`config.mk`:
```
export PLATFORM = sky130hd
export DESIGN_NAME = notification_frame_decoder
export DESIGN_NICKNAME = d
export VERILOG_FILES = /design/src/nfd_pkg.sv /design/src/notification_frame_decoder.sv /design/src/nfd_capture.sv /design/src/nfd_decode.sv
export SDC_FILE = /design/constraint.sdc
export NUM_CORES = 1
export LEC_CHECK = 0
export ABC_AREA = 1
export BUFFER_PORTS_ARGS = -buffer_cell sky130_fd_sc_hd__buf_4
export CAP_MARGIN = 20
export CORE_MARGIN = 2
export CORE_UTILIZATION = 50
export CTS_CLUSTER_SIZE = 16
export DETAILED_ROUTE_END_ITERATION = 8
export PLACE_DENSITY = 0.73
export SYNTH_ARGS = -nofsm -noshare
export SYNTH_HDL_FRONTEND = slang
export SYNTH_SLANG_ARGS = --single-unit
```
`constraint.sdc`:
```
create_clock -name aclk -period 11.5 [get_ports aclk]
set_input_delay 1.15 -clock aclk [delete_from_list [all_inputs] [get_ports aclk]]
set_output_delay 1.15 -clock aclk [all_outputs]
set_load 0.005 [all_outputs]
```
`src/nfd_pkg.sv`:
```
// Shared types and constants of the notification frame decoder.
`default_nettype none

package nfd_pkg;

    // Frame store geometry
    localparam int unsigned STORE_DEPTH = 18;
    localparam int unsigned STORE_AW    = $clog2(STORE_DEPTH);

    // Configuration register indexes, also the priority order of the code match
    localparam int unsigned NUM_CODES = 7;
    localparam int unsigned CFG_AW    = $clog2(NUM_CODES);
    localparam logic [CFG_AW-1:0] CFG_BATTERY = 3'd0;
    localparam logic [CFG_AW-1:0] CFG_POWER   = 3'd1;
    localparam logic [CFG_AW-1:0] CFG_PITCH   = 3'd2;
    localparam logic [CFG_AW-1:0] CFG_ROLL    = 3'd3;
    localparam logic [CFG_AW-1:0] CFG_PAN     = 3'd4;
    localparam logic [CFG_AW-1:0] CFG_MODE    = 3'd5;
    localparam logic [CFG_AW-1:0] CFG_KEY     = 3'd6;

    // Frame status codes
    localparam logic [2:0] STAT_CMD_OK      = 3'd0;
    localparam logic [2:0] STAT_CMD_UNKNOWN = 3'd1;
    localparam logic [2:0] STAT_CMD_CRC_BAD = 3'd2;
    localparam logic [2:0] STAT_WHEEL_OK    = 3'd3;
    localparam logic [2:0] STAT_WHEEL_BAD   = 3'd4;
    localparam logic [2:0] STAT_KEY         = 3'd5;
    localparam logic [2:0] STAT_UNRECOG     = 3'd6;

    // Header bytes
    localparam logic [7:0] HDR_CMD     = 8'h06;
    localparam logic [7:0] HDR_WHEEL_0 = 8'h24;
    localparam logic [7:0] HDR_WHEEL_1 = 8'h3E;
    localparam logic [7:0] HDR_WHEEL_2 = 8'h0C;
    localparam logic [7:0] HDR_KEY_0   = 8'hC0;
    localparam logic [7:0] HDR_KEY_1   = 8'h20;
    localparam logic [7:0] HDR_KEY_2   = 8'h00;

    // Last positions (length minus one) of the three frame kinds
    localparam logic [7:0] POS_KEY_LAST   = 8'd3;
    localparam logic [7:0] POS_CMD_LAST   = 8'd6;
    localparam logic [7:0] POS_WHEEL_LAST = 8'd17;

    typedef logic [NUM_CODES-1:0][15:0] nfd_codes_t;

    // Capture state seen by the decoder
    typedef struct packed {
        logic [7:0]                  pos;
        logic [STORE_DEPTH-1:0][7:0] store;
        logic [15:0]                 crc_short;
        logic [15:0]                 crc_long;
    } nfd_view_t;

    // One result item
    typedef struct packed {
        logic [2:0]         status;
        logic [15:0]        battery;
        logic [15:0]        power;
        logic signed [15:0] pitch;
        logic signed [15:0] roll;
        logic signed [15:0] pan;
        logic [15:0]        mode;
        logic [15:0]        key;
        logic [7:0]         wheel_mode;
        logic [7:0]         wheel_status;
        logic signed [7:0]  wheel_value;
        logic               link;
    } nfd_result_t;

endpackage

`default_nettype wire

```
`src/notification_frame_decoder.sv`:
```
// Top level of the notification frame decoder: configuration, output register.
//
// Usage:
//   Bytes of a notification enter on the s_ channel, one request per byte, with
//   s_tlast on the final byte. Each notification gives exactly one result on
//   the m_ channel: the frame status in m_tuser and all held readings in m_tdata.
//   Non-final bytes give no result.
//   Latency: the result is valid in the cycle after the final byte is taken.
//   Throughput: one byte per cycle while s_tready is high; the CRC step and the
//   classification of the finished frame are combinational logic between the
//   capture registers and the output register.
//   Stall: s_tready follows the output register; it stays high while the
//   output register is empty or being taken, so a stalled receiver holds the
//   input off after one result waits.
//   Configuration: cfg_wr_en writes the command code at cfg_wr_addr on the
//   clock edge; indexes past the last code are ignored. Write only when idle.
//   Reset: aresetn (synchronous, active low) clears the byte counter, the CRC
//   accumulators, the codes, the held readings and the output valid at once.
`default_nettype none

module notification_frame_decoder (
    input  wire logic                       aclk,
    input  wire logic                       aresetn,
    // Input bytes
    input  wire logic                       s_tvalid,
    output logic                            s_tready,
    input  wire logic [7:0]                 s_tdata,   // [7:0] data_byte
    input  wire logic                       s_tlast,   // last_byte
    // Results
    output logic                            m_tvalid,
    input  wire logic                       m_tready,
    // [15:0] battery_centivolts, [31:16] power_state, [47:32] pitch_centideg,
    // [63:48] roll_centideg, [79:64] pan_centideg, [95:80] gimbal_mode,
    // [111:96] key_code, [119:112] wheel_mode, [127:120] wheel_status,
    // [135:128] wheel_value, [136] link_seen, [143:137] zero
    output logic [143:0]                    m_tdata,
    output logic [2:0]                      m_tuser,   // [2:0] frame_status
    // Configuration writes
    input  wire logic                       cfg_wr_en,
    input  wire logic [nfd_pkg::CFG_AW-1:0] cfg_wr_addr,
    input  wire logic [15:0]                cfg_wr_data
);

    nfd_pkg::nfd_codes_t  codes_reg;
    nfd_pkg::nfd_view_t   view;
    nfd_pkg::nfd_result_t result;

    logic         m_tvalid_reg, m_tvalid_next;
    logic [143:0] m_tdata_reg;
    logic [2:0]   m_tuser_reg;
    logic         byte_acc, frame_end;

    assign s_tready  = !m_tvalid_reg || m_tready;
    assign byte_acc  = s_tvalid && s_tready;
    assign frame_end = byte_acc && s_tlast;

    // Command code registers
    always_ff @(posedge aclk) begin
        if (!aresetn) begin
            codes_reg <= '0;
        end else if (cfg_wr_en && cfg_wr_addr < nfd_pkg::CFG_AW'(nfd_pkg::NUM_CODES)) begin
            codes_reg[cfg_wr_addr] <= cfg_wr_data;
        end
    end

    nfd_capture u_capture (
        .aclk      (aclk),
        .aresetn   (aresetn),
        .byte_acc  (byte_acc),
        .byte_in   (s_tdata),
        .byte_last (s_tlast),
        .view      (view)
    );

    nfd_decode u_decode (
        .aclk      (aclk),
        .aresetn   (aresetn),
        .frame_end (frame_end),
        .byte_in   (s_tdata),
        .view      (view),
        .codes     (codes_reg),
        .result    (result)
    );

    // Output valid: set by a finished frame, drop once taken
    always_comb begin
        m_tvalid_next = m_tvalid_reg;
        if (frame_end) begin
            m_tvalid_next = 1'b1;
        end else if (m_tready) begin
            m_tvalid_next = 1'b0;
        end
    end

    always_ff @(posedge aclk) begin
        if (!aresetn) begin
            m_tvalid_reg <= 1'b0;
        end else begin
            m_tvalid_reg <= m_tvalid_next;
        end
    end

    // Capture the result payload
    always_ff @(posedge aclk) begin
        if (frame_end) begin
            m_tuser_reg <= result.status;
            m_tdata_reg <= {7'd0, result.link, result.wheel_value, result.wheel_status,
                            result.wheel_mode, result.key, result.mode, result.pan,
                            result.roll, result.pitch, result.power, result.battery};
        end
    end

    assign m_tvalid = m_tvalid_reg;
    assign m_tdata  = m_tdata_reg;
    assign m_tuser  = m_tuser_reg;

    // A new result only follows an accepted final byte
    a_result_src: assert property (@(posedge aclk) disable iff (!aresetn)
        $rose(m_tvalid_reg) |-> $past(s_tvalid && s_tready && s_tlast))
        else $error("result raised without a final byte");

    // A non-final byte never leaves a result pending
    a_no_result: assert property (@(posedge aclk) disable iff (!aresetn)
        (s_tvalid && s_tready && !s_tlast) |=> !m_tvalid_reg)
        else $error("result pending after a non-final byte");

    // Status within the defined codes
    a_status: assert property (@(posedge aclk) disable iff (!aresetn)
        m_tvalid_reg |-> m_tuser_reg <= nfd_pkg::STAT_UNRECOG)
        else $error("frame status out of range");

    // Every result reports the link as seen
    a_link: assert property (@(posedge aclk) disable iff (!aresetn)
        m_tvalid_reg |-> m_tdata_reg[136])
        else $error("result without link flag");

    // Output valid is low after reset
    a_reset: assert property (@(posedge aclk)
        !aresetn |=> !m_tvalid_reg)
        else $error("output valid after reset");

endmodule

`default_nettype wire

```
`src/nfd_capture.sv`:
```
// Byte position counter, frame store and running CRC-16/XMODEM accumulators.
`default_nettype none

module nfd_capture (
    input  wire logic          aclk,
    input  wire logic          aresetn,
    input  wire logic          byte_acc,
    input  wire logic [7:0]    byte_in,
    input  wire logic          byte_last,
    output nfd_pkg::nfd_view_t view
);

    logic [7:0]  count_reg, count_next;
    logic [15:0] crc_short_reg, crc_short_next;
    logic [15:0] crc_long_reg, crc_long_next;
    logic [nfd_pkg::STORE_DEPTH-1:0][7:0] store_reg;

    // Bytewise CRC update, polynomial 0x1021, MSB first
    function automatic logic [15:0] crc_byte(input logic [15:0] crc, input logic [7:0] b);
        logic [15:0] c;
        c = crc ^ {b, 8'h00};
        for (int i = 0; i < 8; i++) begin
            if (c[15]) begin
                c = {c[14:0], 1'b0} ^ 16'h1021;
            end else begin
                c = {c[14:0], 1'b0};
            end
        end
        return c;
    endfunction

    // Advance count and accumulators; clear them at the end of a notification
    always_comb begin
        count_next     = count_reg;
        crc_short_next = crc_short_reg;
        crc_long_next  = crc_long_reg;
        if (byte_acc) begin
            if (byte_last) begin
                count_next     = 8'd0;
                crc_short_next = 16'd0;
                crc_long_next  = 16'd0;
            end else begin
                if (count_reg != 8'hFF) begin
                    count_next = count_reg + 8'd1;
                end
                if (count_reg < 8'd5) begin
                    crc_short_next = crc_byte(crc_short_reg, byte_in);
                end
                if (count_reg >= 8'd3 && count_reg <= 8'd15) begin
                    crc_long_next = crc_byte(crc_long_reg, byte_in);
                end
            end
        end
    end

    always_ff @(posedge aclk) begin
        if (!aresetn) begin
            count_reg     <= 8'd0;
            crc_short_reg <= 16'd0;
            crc_long_reg  <= 16'd0;
        end else begin
            count_reg     <= count_next;
            crc_short_reg <= crc_short_next;
            crc_long_reg  <= crc_long_next;
        end
    end

    // Store the byte at its position; bytes past the store are dropped
    always_ff @(posedge aclk) begin
        if (byte_acc && count_reg < 8'(nfd_pkg::STORE_DEPTH)) begin
            store_reg[count_reg[nfd_pkg::STORE_AW-1:0]] <= byte_in;
        end
    end

    assign view.pos       = count_reg;
    assign view.store     = store_reg;
    assign view.crc_short = crc_short_reg;
    assign view.crc_long  = crc_long_reg;

endmodule

`default_nettype wire

```
`src/nfd_decode.sv`:
```
// Frame classification, command code match and held readings.
`default_nettype none

module nfd_decode (
    input  wire logic                aclk,
    input  wire logic                aresetn,
    input  wire logic                frame_end,
    input  wire logic [7:0]          byte_in,
    input  wire nfd_pkg::nfd_view_t  view,
    input  wire nfd_pkg::nfd_codes_t codes,
    output nfd_pkg::nfd_result_t     result
);

    logic [15:0] battery_reg, battery_next;
    logic [15:0] power_reg, power_next;
    logic [15:0] pitch_reg, pitch_next;
    logic [15:0] roll_reg, roll_next;
    logic [15:0] pan_reg, pan_next;
    logic [15:0] mode_reg, mode_next;
    logic [15:0] key_reg, key_next;
    logic [7:0]  wmode_reg, wmode_next;
    logic [7:0]  wstat_reg, wstat_next;
    logic [7:0]  wval_reg, wval_next;

    logic [2:0]  status;
    logic        is_cmd, is_wheel, is_key;
    logic [15:0] cmd_code, cmd_val;
    logic        hit;
    logic [nfd_pkg::CFG_AW-1:0] hit_sel;

    // Recognise the frame kind; the final byte comes straight from the input
    assign is_cmd   = view.pos == nfd_pkg::POS_CMD_LAST && view.store[0] == nfd_pkg::HDR_CMD;
    assign is_wheel = view.pos == nfd_pkg::POS_WHEEL_LAST
                   && view.store[0] == nfd_pkg::HDR_WHEEL_0
                   && view.store[1] == nfd_pkg::HDR_WHEEL_1
                   && view.store[2] == nfd_pkg::HDR_WHEEL_2;
    assign is_key   = view.pos == nfd_pkg::POS_KEY_LAST
                   && view.store[0] == nfd_pkg::HDR_KEY_0
                   && view.store[1] == nfd_pkg::HDR_KEY_1
                   && view.store[2] == nfd_pkg::HDR_KEY_2;
    assign cmd_code = {view.store[1], view.store[2]};
    assign cmd_val  = {view.store[3], view.store[4]};

    // First matching code wins
    always_comb begin
        hit     = 1'b0;
        hit_sel = nfd_pkg::CFG_BATTERY;
        for (int k = nfd_pkg::NUM_CODES - 1; k >= 0; k--) begin
            if (cmd_code == codes[k]) begin
                hit     = 1'b1;
                hit_sel = nfd_pkg::CFG_AW'(k);
            end
        end
    end

    // Work out the status and the readings after this frame
    always_comb begin
        battery_next = battery_reg;
        power_next   = power_reg;
        pitch_next   = pitch_reg;
        roll_next    = roll_reg;
        pan_next     = pan_reg;
        mode_next    = mode_reg;
        key_next     = key_reg;
        wmode_next   = wmode_reg;
        wstat_next   = wstat_reg;
        wval_next    = wval_reg;
        status       = nfd_pkg::STAT_UNRECOG;
        if (is_cmd) begin
            if (view.crc_short != {view.store[5], byte_in}) begin
                status = nfd_pkg::STAT_CMD_CRC_BAD;
            end else if (!hit) begin
                status = nfd_pkg::STAT_CMD_UNKNOWN;
            end else begin
                status = nfd_pkg::STAT_CMD_OK;
                case (hit_sel)
                    nfd_pkg::CFG_BATTERY: battery_next = cmd_val;
                    nfd_pkg::CFG_POWER:   power_next   = cmd_val;
                    nfd_pkg::CFG_PITCH:   pitch_next   = cmd_val;
                    nfd_pkg::CFG_ROLL:    roll_next    = cmd_val;
                    nfd_pkg::CFG_PAN:     pan_next     = cmd_val;
                    nfd_pkg::CFG_MODE:    mode_next    = cmd_val;
                    default:              key_next     = cmd_val;
                endcase
            end
        end else if (is_wheel) begin
            if (view.crc_long == {byte_in, view.store[16]}) begin
                status     = nfd_pkg::STAT_WHEEL_OK;
                wmode_next = view.store[10];
                wstat_next = view.store[11];
                wval_next  = view.store[12];
            end else begin
                status = nfd_pkg::STAT_WHEEL_BAD;
            end
        end else if (is_key) begin
            status   = nfd_pkg::STAT_KEY;
            key_next = {8'h00, byte_in};
        end
    end

    // Hold the readings; update only at the end of a notification
    always_ff @(posedge aclk) begin
        if (!aresetn) begin
            battery_reg <= 16'd0;
            power_reg   <= 16'd0;
            pitch_reg   <= 16'd0;
            roll_reg    <= 16'd0;
            pan_reg     <= 16'd0;
            mode_reg    <= 16'd0;
            key_reg     <= 16'd0;
            wmode_reg   <= 8'd0;
            wstat_reg   <= 8'd0;
            wval_reg    <= 8'd0;
        end else if (frame_end) begin
            battery_reg <= battery_next;
            power_reg   <= power_next;
            pitch_reg   <= pitch_next;
            roll_reg    <= roll_next;
            pan_reg     <= pan_next;
            mode_reg    <= mode_next;
            key_reg     <= key_next;
            wmode_reg   <= wmode_next;
            wstat_reg   <= wstat_next;
            wval_reg    <= wval_next;
        end
    end

    assign result.status       = status;
    assign result.battery      = battery_next;
    assign result.power        = power_next;
    assign result.pitch        = pitch_next;
    assign result.roll         = roll_next;
    assign result.pan          = pan_next;
    assign result.mode         = mode_next;
    assign result.key          = key_next;
    assign result.wheel_mode   = wmode_next;
    assign result.wheel_status = wstat_next;
    assign result.wheel_value  = wval_next;
    assign result.link         = 1'b1;

endmodule

`default_nettype wire
```
==> metrics.md, run 1 <==
| Metric | Value |
|---|---|
| Run status | completed |
| Clock period minus worst slack | 3.885 ns |
| Critical Path RT | between 10 and 15 ns |
| Crit path largest cell delay | ~0.7 ns |
| # fillers | between 3000 and 4000 |
| Max Cap Violations | 0 |
| Slew HR | 28.45% |
| Sequential area share after synthesis | 54.26% |
| Finished Core Util | 57.83% |
| Max Clk Rate | 257.4 MHz |
| Post-CTS resize count | 0 |
| Clk slew on worst S/H paths | approximately 0.060 ns |
| Site row count | a little under 80 |
| Worst hold-check path type | reg2reg |
| CTS sink count | 508 |
| RSZ-0062 raised after global routing | false |
| Initial core utilization | a little over 50% |
| DRT antenna net count | 0 |
| Die width | roughly 220 um |
| Synth Warn # | 0 |
| Initial antenna violation count | 0 |
| Placer Congestion | 0.8533 |
| CORE AREA | between 40000 and 50000 sq um |
| Clock tree buffer depth | 3 |
| Port bufs | roughly 170 |
| Setup ws final | 7.615 ns |
| Max FFs per register | between 100 and 150 |
| DRC Markers | 0 |
| Layout Nets | approximately 2900 |
| Yosys reg bits | 508 |
| Fin. max-slew vios | 0 |
| Async SR Flop Fraction | 0% |
| Worst hold slack | about 0.45 ns |
| Die area | roughly 47000 sq um |
| Worst ir drop on vdd | 0.09366 mV |
| Final worst-path cycle share | about a third |
| CP cell instances | buf_4, inv_2, nor2_4, buf_4, buf_4, nand3_1, o21ai_0 |
| DR WL/cell | 16.62 um |
| CP startpoint kind | input pin |
| Slowest stage cell, crit path | buf_4 |
| Mapped Area | 22780 sq um |
| Worst-Margin Slew | ~1.1 ns |
| Vias/cell | between 5 and 6 |
| Top FF cell, synth | dfxtp_1 |
| Worst Path Arrival | 4.39 ns |
| Layout cell share with drive strength beyond 1 | approximately 12% |
| Area grow syn2layout | 14.68% |
| Starting DRT DRC Count | approximately 1600 |
| Endpoint class of the critical path | flip-flop |
| Post-CTS Setup Repair Bufs | 0 |
| WS Path Type | in2reg |
| Clk_skew | 0.01797 ns |
| Boundary pin count | around 180 |
| Avg Cell Area, Syn | roughly 8.4 sq um |
| First-pass GRT wire length | between 90000 and 100000 um |
| Cells after Synth | ~2700 |
| Post-synth cell types | 51 |
| Largest net degree at the start of global routing | between 100 and 150 |
| GRT Overall Usage | 24.13% |
| Final Non-Filler Cells | around 3500 |
| Hold buffer count at cts | 0 |
| Number of enable flip-flop cells after synthesis | around 220 |
| Via count | ~19000 |
| H-tree Lvls | 2 |
| GRT Residual Overflow | 0 |
| Clock tree from TritonCTS | built |
| End of the critical path | u_decode.battery_reg[3] |
| Worst Reg-to-Reg Cells | 16 |
| LEAKAGE | 0.01094 uW |
| Final setup viols | 0 |
| Sum Neg Setup Slack | 0 ns |
| Drt pass-1 iters | 6 |
| CP max FO | 116 |
| Worst r2r src | u_capture.view[42] |
| Die Ht | ~220 um |
| Final hold vios | 0 |
| Post-Place Cells | ~3400 |
| CTS buffer count | 51 |
| Worst-Skew Late Latency | ~0.6 ns |
| FF-to-FF End | u_decode.pitch_reg[14] |
| Highest-count cells in the layout ignoring fill and taps | nand2_1 (796), dfxtp_1 (289), inv_1 (273) |
| Crit path from | aresetn |
| HPWL Detailed | roughly 38000 um |
| Cell seen most often among critical-path stages | buf_4 |
| Commonest non-fill, non-tap cell in the layout | nand2_1 |
| Worst reg-to-reg setup slack | 7.80 ns |
| Pwr Density | 150.9 nW/um^2 |
| Vias in the first global route | about 18000 |
| Dpl ws | between 7 and 8 ns |
| Total Wirelength | 57900 um |
| CTS root buf | clkbuf_16 |
[worst max-delay path: cells and delay by family]
family / cells / cell delay [ns]
buffers and inverters: 4 / 2.53
and+or+nand+nor: 2 / 0.39
AOI/OAI and AO/OA: 1 / 0.12
[worst min-delay path by stage]
stage | from | slack (ns) | endpoint | cells past startpoint
after floorplan | u_decode.mode_reg[0] | 0.43 | u_decode.mode_reg[0] | 2
after global placement | u_decode.mode_reg[4] | 0.44 | u_decode.mode_reg[4] | 2
after detailed placement | u_decode.pitch_reg[11] | 0.44 | u_decode.pitch_reg[11] | 2
after CTS | u_decode.power_reg[15] | 0.45 | u_decode.power_reg[15] | 2
after global routing | u_decode.pan_reg[11] | 0.46 | u_decode.pan_reg[11] | 2
final | u_decode.power_reg[9] | 0.45 | u_decode.power_reg[9] | 2
[cells in the mapped netlist (all sizes together), types with 3 or more instances]
cell type,count,share of area (%)
a211oi,3,0.099
a21oi,123,2.8
and2,56,1.5
and3,8,0.22
buf,70,2.0
clkbuf,62,1.0
dfxtp,289,25
edfxtp,219,29
ha,5,0.27
inv,299,4.9
nand2,806,14
nand3,115,2.7
nand4,82,2.3
nor2,184,3.4
nor3,20,0.53
nor4,9,0.25
o21ai,238,5.5
o21bai,16,0.53
or2,14,0.38
xnor2,41,1.6
xor2,50,1.9
[metal layers]
| metal | global-route usage, % | up-vias | share of wire (%) |
|---|---|---|---|
| li1 | - | 9035 | - |
| met1 | 31.93 | 8718 | 43 |
| met2 | 39.41 | 643 | 47 |
| met3 | 3.696 | 142 | 6.4 |
| met4 | 10.48 | 0 | 3.8 |
| met5 | 0 | - | 0 |
[layout make-up]
cell class / instances / area (sq um) / area share (%)
diodes: 1 / 2.502 / 0.009577
flip-flops and latches: 508 / 12360 / 47.31
repair buffers: 191 / 1441 / 5.516
inverters: 300 / 1129 / 4.319
well taps: 600 / 750.7 / 2.873
multi-input cells: 1787 / 8641 / 33.07
clock buffers: 65 / 1390 / 5.320
clock inverters: 31 / 414.1 / 1.585
[power by group]
| group | leakage (uW) | internal (uW) | total, uW | switching, uW |
|---|---|---|---|---|
| Clock | 0.000868 | 1060 | 1780 | 714 |
| Combinational | 0.00567 | 78.1 | 221 | 143 |
| Sequential | 0.00441 | 1920 | 1950 | 28.1 |
| Total | 0.0109 | 3060 | 3940 | 884 |
[per-stage QoR]
stage / cell area (sq um) / total power (uW)
finish: 26130 / 3943
global route: 26130 / 4076
CTS: 26080 / 3966
detailed placement: 24280 / 2203
global placement: 24280 / 2195
floorplan: 22810 / 2119
[cells by family (layout without fill, tap and decap cells)]
group	count (synthesis)	after routing	synth area share, %
AO/OA/AOI/OAI	387	387	9.083
XOR/XNOR	91	91	3.498
adder cells (fa/ha/maj)	5	5	0.2746
buffers and inverters	432	587	7.996
flip-flops	508	508	54.26
other	2	9	0.03296
AND/OR/NAND/NOR	1296	1296	24.86
(Power assumes the default switching activity.)
==> run 2: changes to the inputs <==
Settings changed: PLACE_DENSITY 0.73 to 0.76.
Clock period 11.5 ns to 3.5 ns, I/O delays scaled along.
==> run 2 against run 1 <==
  * Clock skew up 0.0078 ns
  * Critical path type is now reg2reg
  * Highest routed layer unchanged
  * Via count up 1.2%
  * Cell count up 0.89%
  * Largest cell class unchanged
  * Critical endpoint is now m_tdata[38]
==> metrics.md, run 2 (synthesis gave the netlist of run 1 again) <==
| Metric | Value |
|---|---|
| Critical Path RT | between 3 and 4 ns |
| Worst ir drop on vdd | between 0.3 and 0.4 mV |
| Die area | roughly 47000 sq um |
| Die Ht | ~220 um |
| Area grow syn2layout | 15.75% |
| Worst hold-check path type | in2reg |
| Port bufs | about 170 |
| Setup ws final | 0.3963 ns |
| CTS sink count | slightly above 500 |
| Multi-input logic area | a little under 9000 sq um |
| Highest-count cells in the layout ignoring fill and taps | nand2_1 (795), dfxtp_1 (288), inv_1 (270) |
| Sequential Power Share | between 50% and 60% |
| Dpl ws | around 0.48 ns |
| Clock period minus worst slack | roughly 3.1 ns |
| DR WL/cell | 17.10 um |
| Clk_skew | 0.02578 ns |
| Vias in the first global route | between 15000 and 20000 |
| Largest net degree at the start of global routing | between 100 and 150 |
| Max Clk Rate | 322.2 MHz |
| Clock power frac | 43.6% |
| Placer Congestion | roughly 0.94 |
| Crit path largest cell delay | between 0.5 and 0.6 ns |
| Cell seen most often among critical-path stages | nand2_1 |
| First-pass GRT wire length | about 94000 um |
| Hold buffer count at cts | 0 |
| Clock tree from TritonCTS | built |
| CP cell instances | inv_2, nand2_1, nand2_1, nor2_1, nand2_1, nor2_1, nand2_1, nand2_1, nand2_1, nand2_2, nand2_1, nand2_2, nand2_2, buf_12, nand2_1, o21ai_2 |
| Layout cell share with drive strength beyond 1 | 13.73% |
| Vias/cell | 5.338 |
| CP max FO | 17 |
| # fillers | between 3000 and 4000 |
| Pwr Density | slightly below 500 nW/um^2 |
| Worst-Skew Late Latency | about 0.60 ns |
| Total Wirelength | about 60000 um |
| DRT antenna net count | 0 |
| Drt pass-1 iters | 7 |
| HPWL Detailed | roughly 40000 um |
| CP startpoint kind | flip-flop |
| Boundary pin count | 182 |
| H-tree Lvls | 2 |
| RSZ-0062 raised after global routing | false |
| Via count | 18760 |
| Initial core utilization | about half |
| CP bufs+invs | 2 |
| WS Path Type | reg2reg |
| Die width | between 200 and 250 um |
| Worst Path Arrival | 3.44 ns |
| Post-CTS resize count | 0 |
| Site row count | 78 |
| CORE AREA | 45190 sq um |
| Initial antenna violation count | 0 |
| DRC Markers | 0 |
| Starting DRT DRC Count | ~1800 |
| Sw frac | 23.58% |
| LEAKAGE | 0.01108 uW |
| Final setup viols | 0 |
| Power share of the combinational group | under 10% |
| Slowest stage cell, crit path | edfxtp_1 |
| Worst reg-to-reg setup slack | roughly 0.4 ns |
| CTS root buf | clkbuf_16 |
| Final hold vios | 0 |
| Endpoint class of the critical path | flip-flop |
| Slew HR | between 20% and 30% |
| Reg area | 12360 sq um |
| Layout Nets | around 2900 |
| GRT Residual Overflow | 0 |
| CTS buffer count | 52 |
| Clock tree buffer depth | 3 |
| Crit path max-delay family | simple AND/OR/NAND/NOR gates |
| Worst-Margin Slew | between 1 and 1.5 ns |
| Max Cap Violations | 0 |
| Internal | slightly below 10000 uW |
| Fin. max-slew vios | 0 |
| Antenna diodes | 0 |
| Run status | completed |
| Final worst-path cycle share | between 80% and 90% |
| Sw power | roughly 3000 uW |
| Post-CTS Setup Repair Bufs | 0 |
| Max FFs per register | 136 |
| GRT Overall Usage | between 20% and 30% |
| Clk slew on worst S/H paths | 0.06 ns |
| Commonest non-fill, non-tap cell in the layout | nand2_1 |
| Worst hold slack | 0.01786 ns |
-- run 2: cell type report --
type | count | share of cell area, %
clock buffer | 65 | 5.352
multi-input combinational | 1787 | 32.84
clock inverter | 33 | 1.115
timing repair buffer | 221 | 6.680
inverter | 300 | 4.289
tap | 600 | 2.847
sequential | 508 | 46.88
-- run 2: metrics by stage --
step                utilization, %  setup TNS [ns]  cells  power, uW  cell area, sq um
floorplan                        -          -37.89   2727       6972             22970
global placement             54.50               0   3414       7255             24620
detailed placement           54.50               0   3414       7272             24620
CTS                          58.27               0   3512      12760             26330
global route                 58.37               0   3514      13100             26370
finish                       58.37               0   3514      12680             26370
-- run 2: worst min-delay path: stages --
cell and delay, ns:
buf_4 0.11, nor2_1 0.05, nor2_1 0.08
-- run 2: worst paths after layout --
check,from,end,depth (start not counted)
max,u_capture.view[55],m_tdata[38],16
min reg2reg,u_decode.mode_reg[4],u_decode.mode_reg[4],2
max reg2reg,u_capture.view[55],m_tdata[38],16
min,cfg_wr_data[4],codes_reg[4],3
-- run 2: routing by layer --
layer	track usage, %	up-vias	part of all wire, %
li1	-	9095	-
met1	33.63	8759	43
met2	41.20	763	47
met3	3.947	141	7.1
met4	9.087	0	3.5
met5	0	-	0
-- run 2: power groups by stage --
stage,logic [uW],clock network [uW],registers [uW]
5_1_grt,841,5850,6410
3_5_place_dp,747,0,6520
6_report,760,5520,6400
2_1_floorplan,476,0,6500
4_1_cts,753,5610,6400
3_3_place_gp,734,0,6520
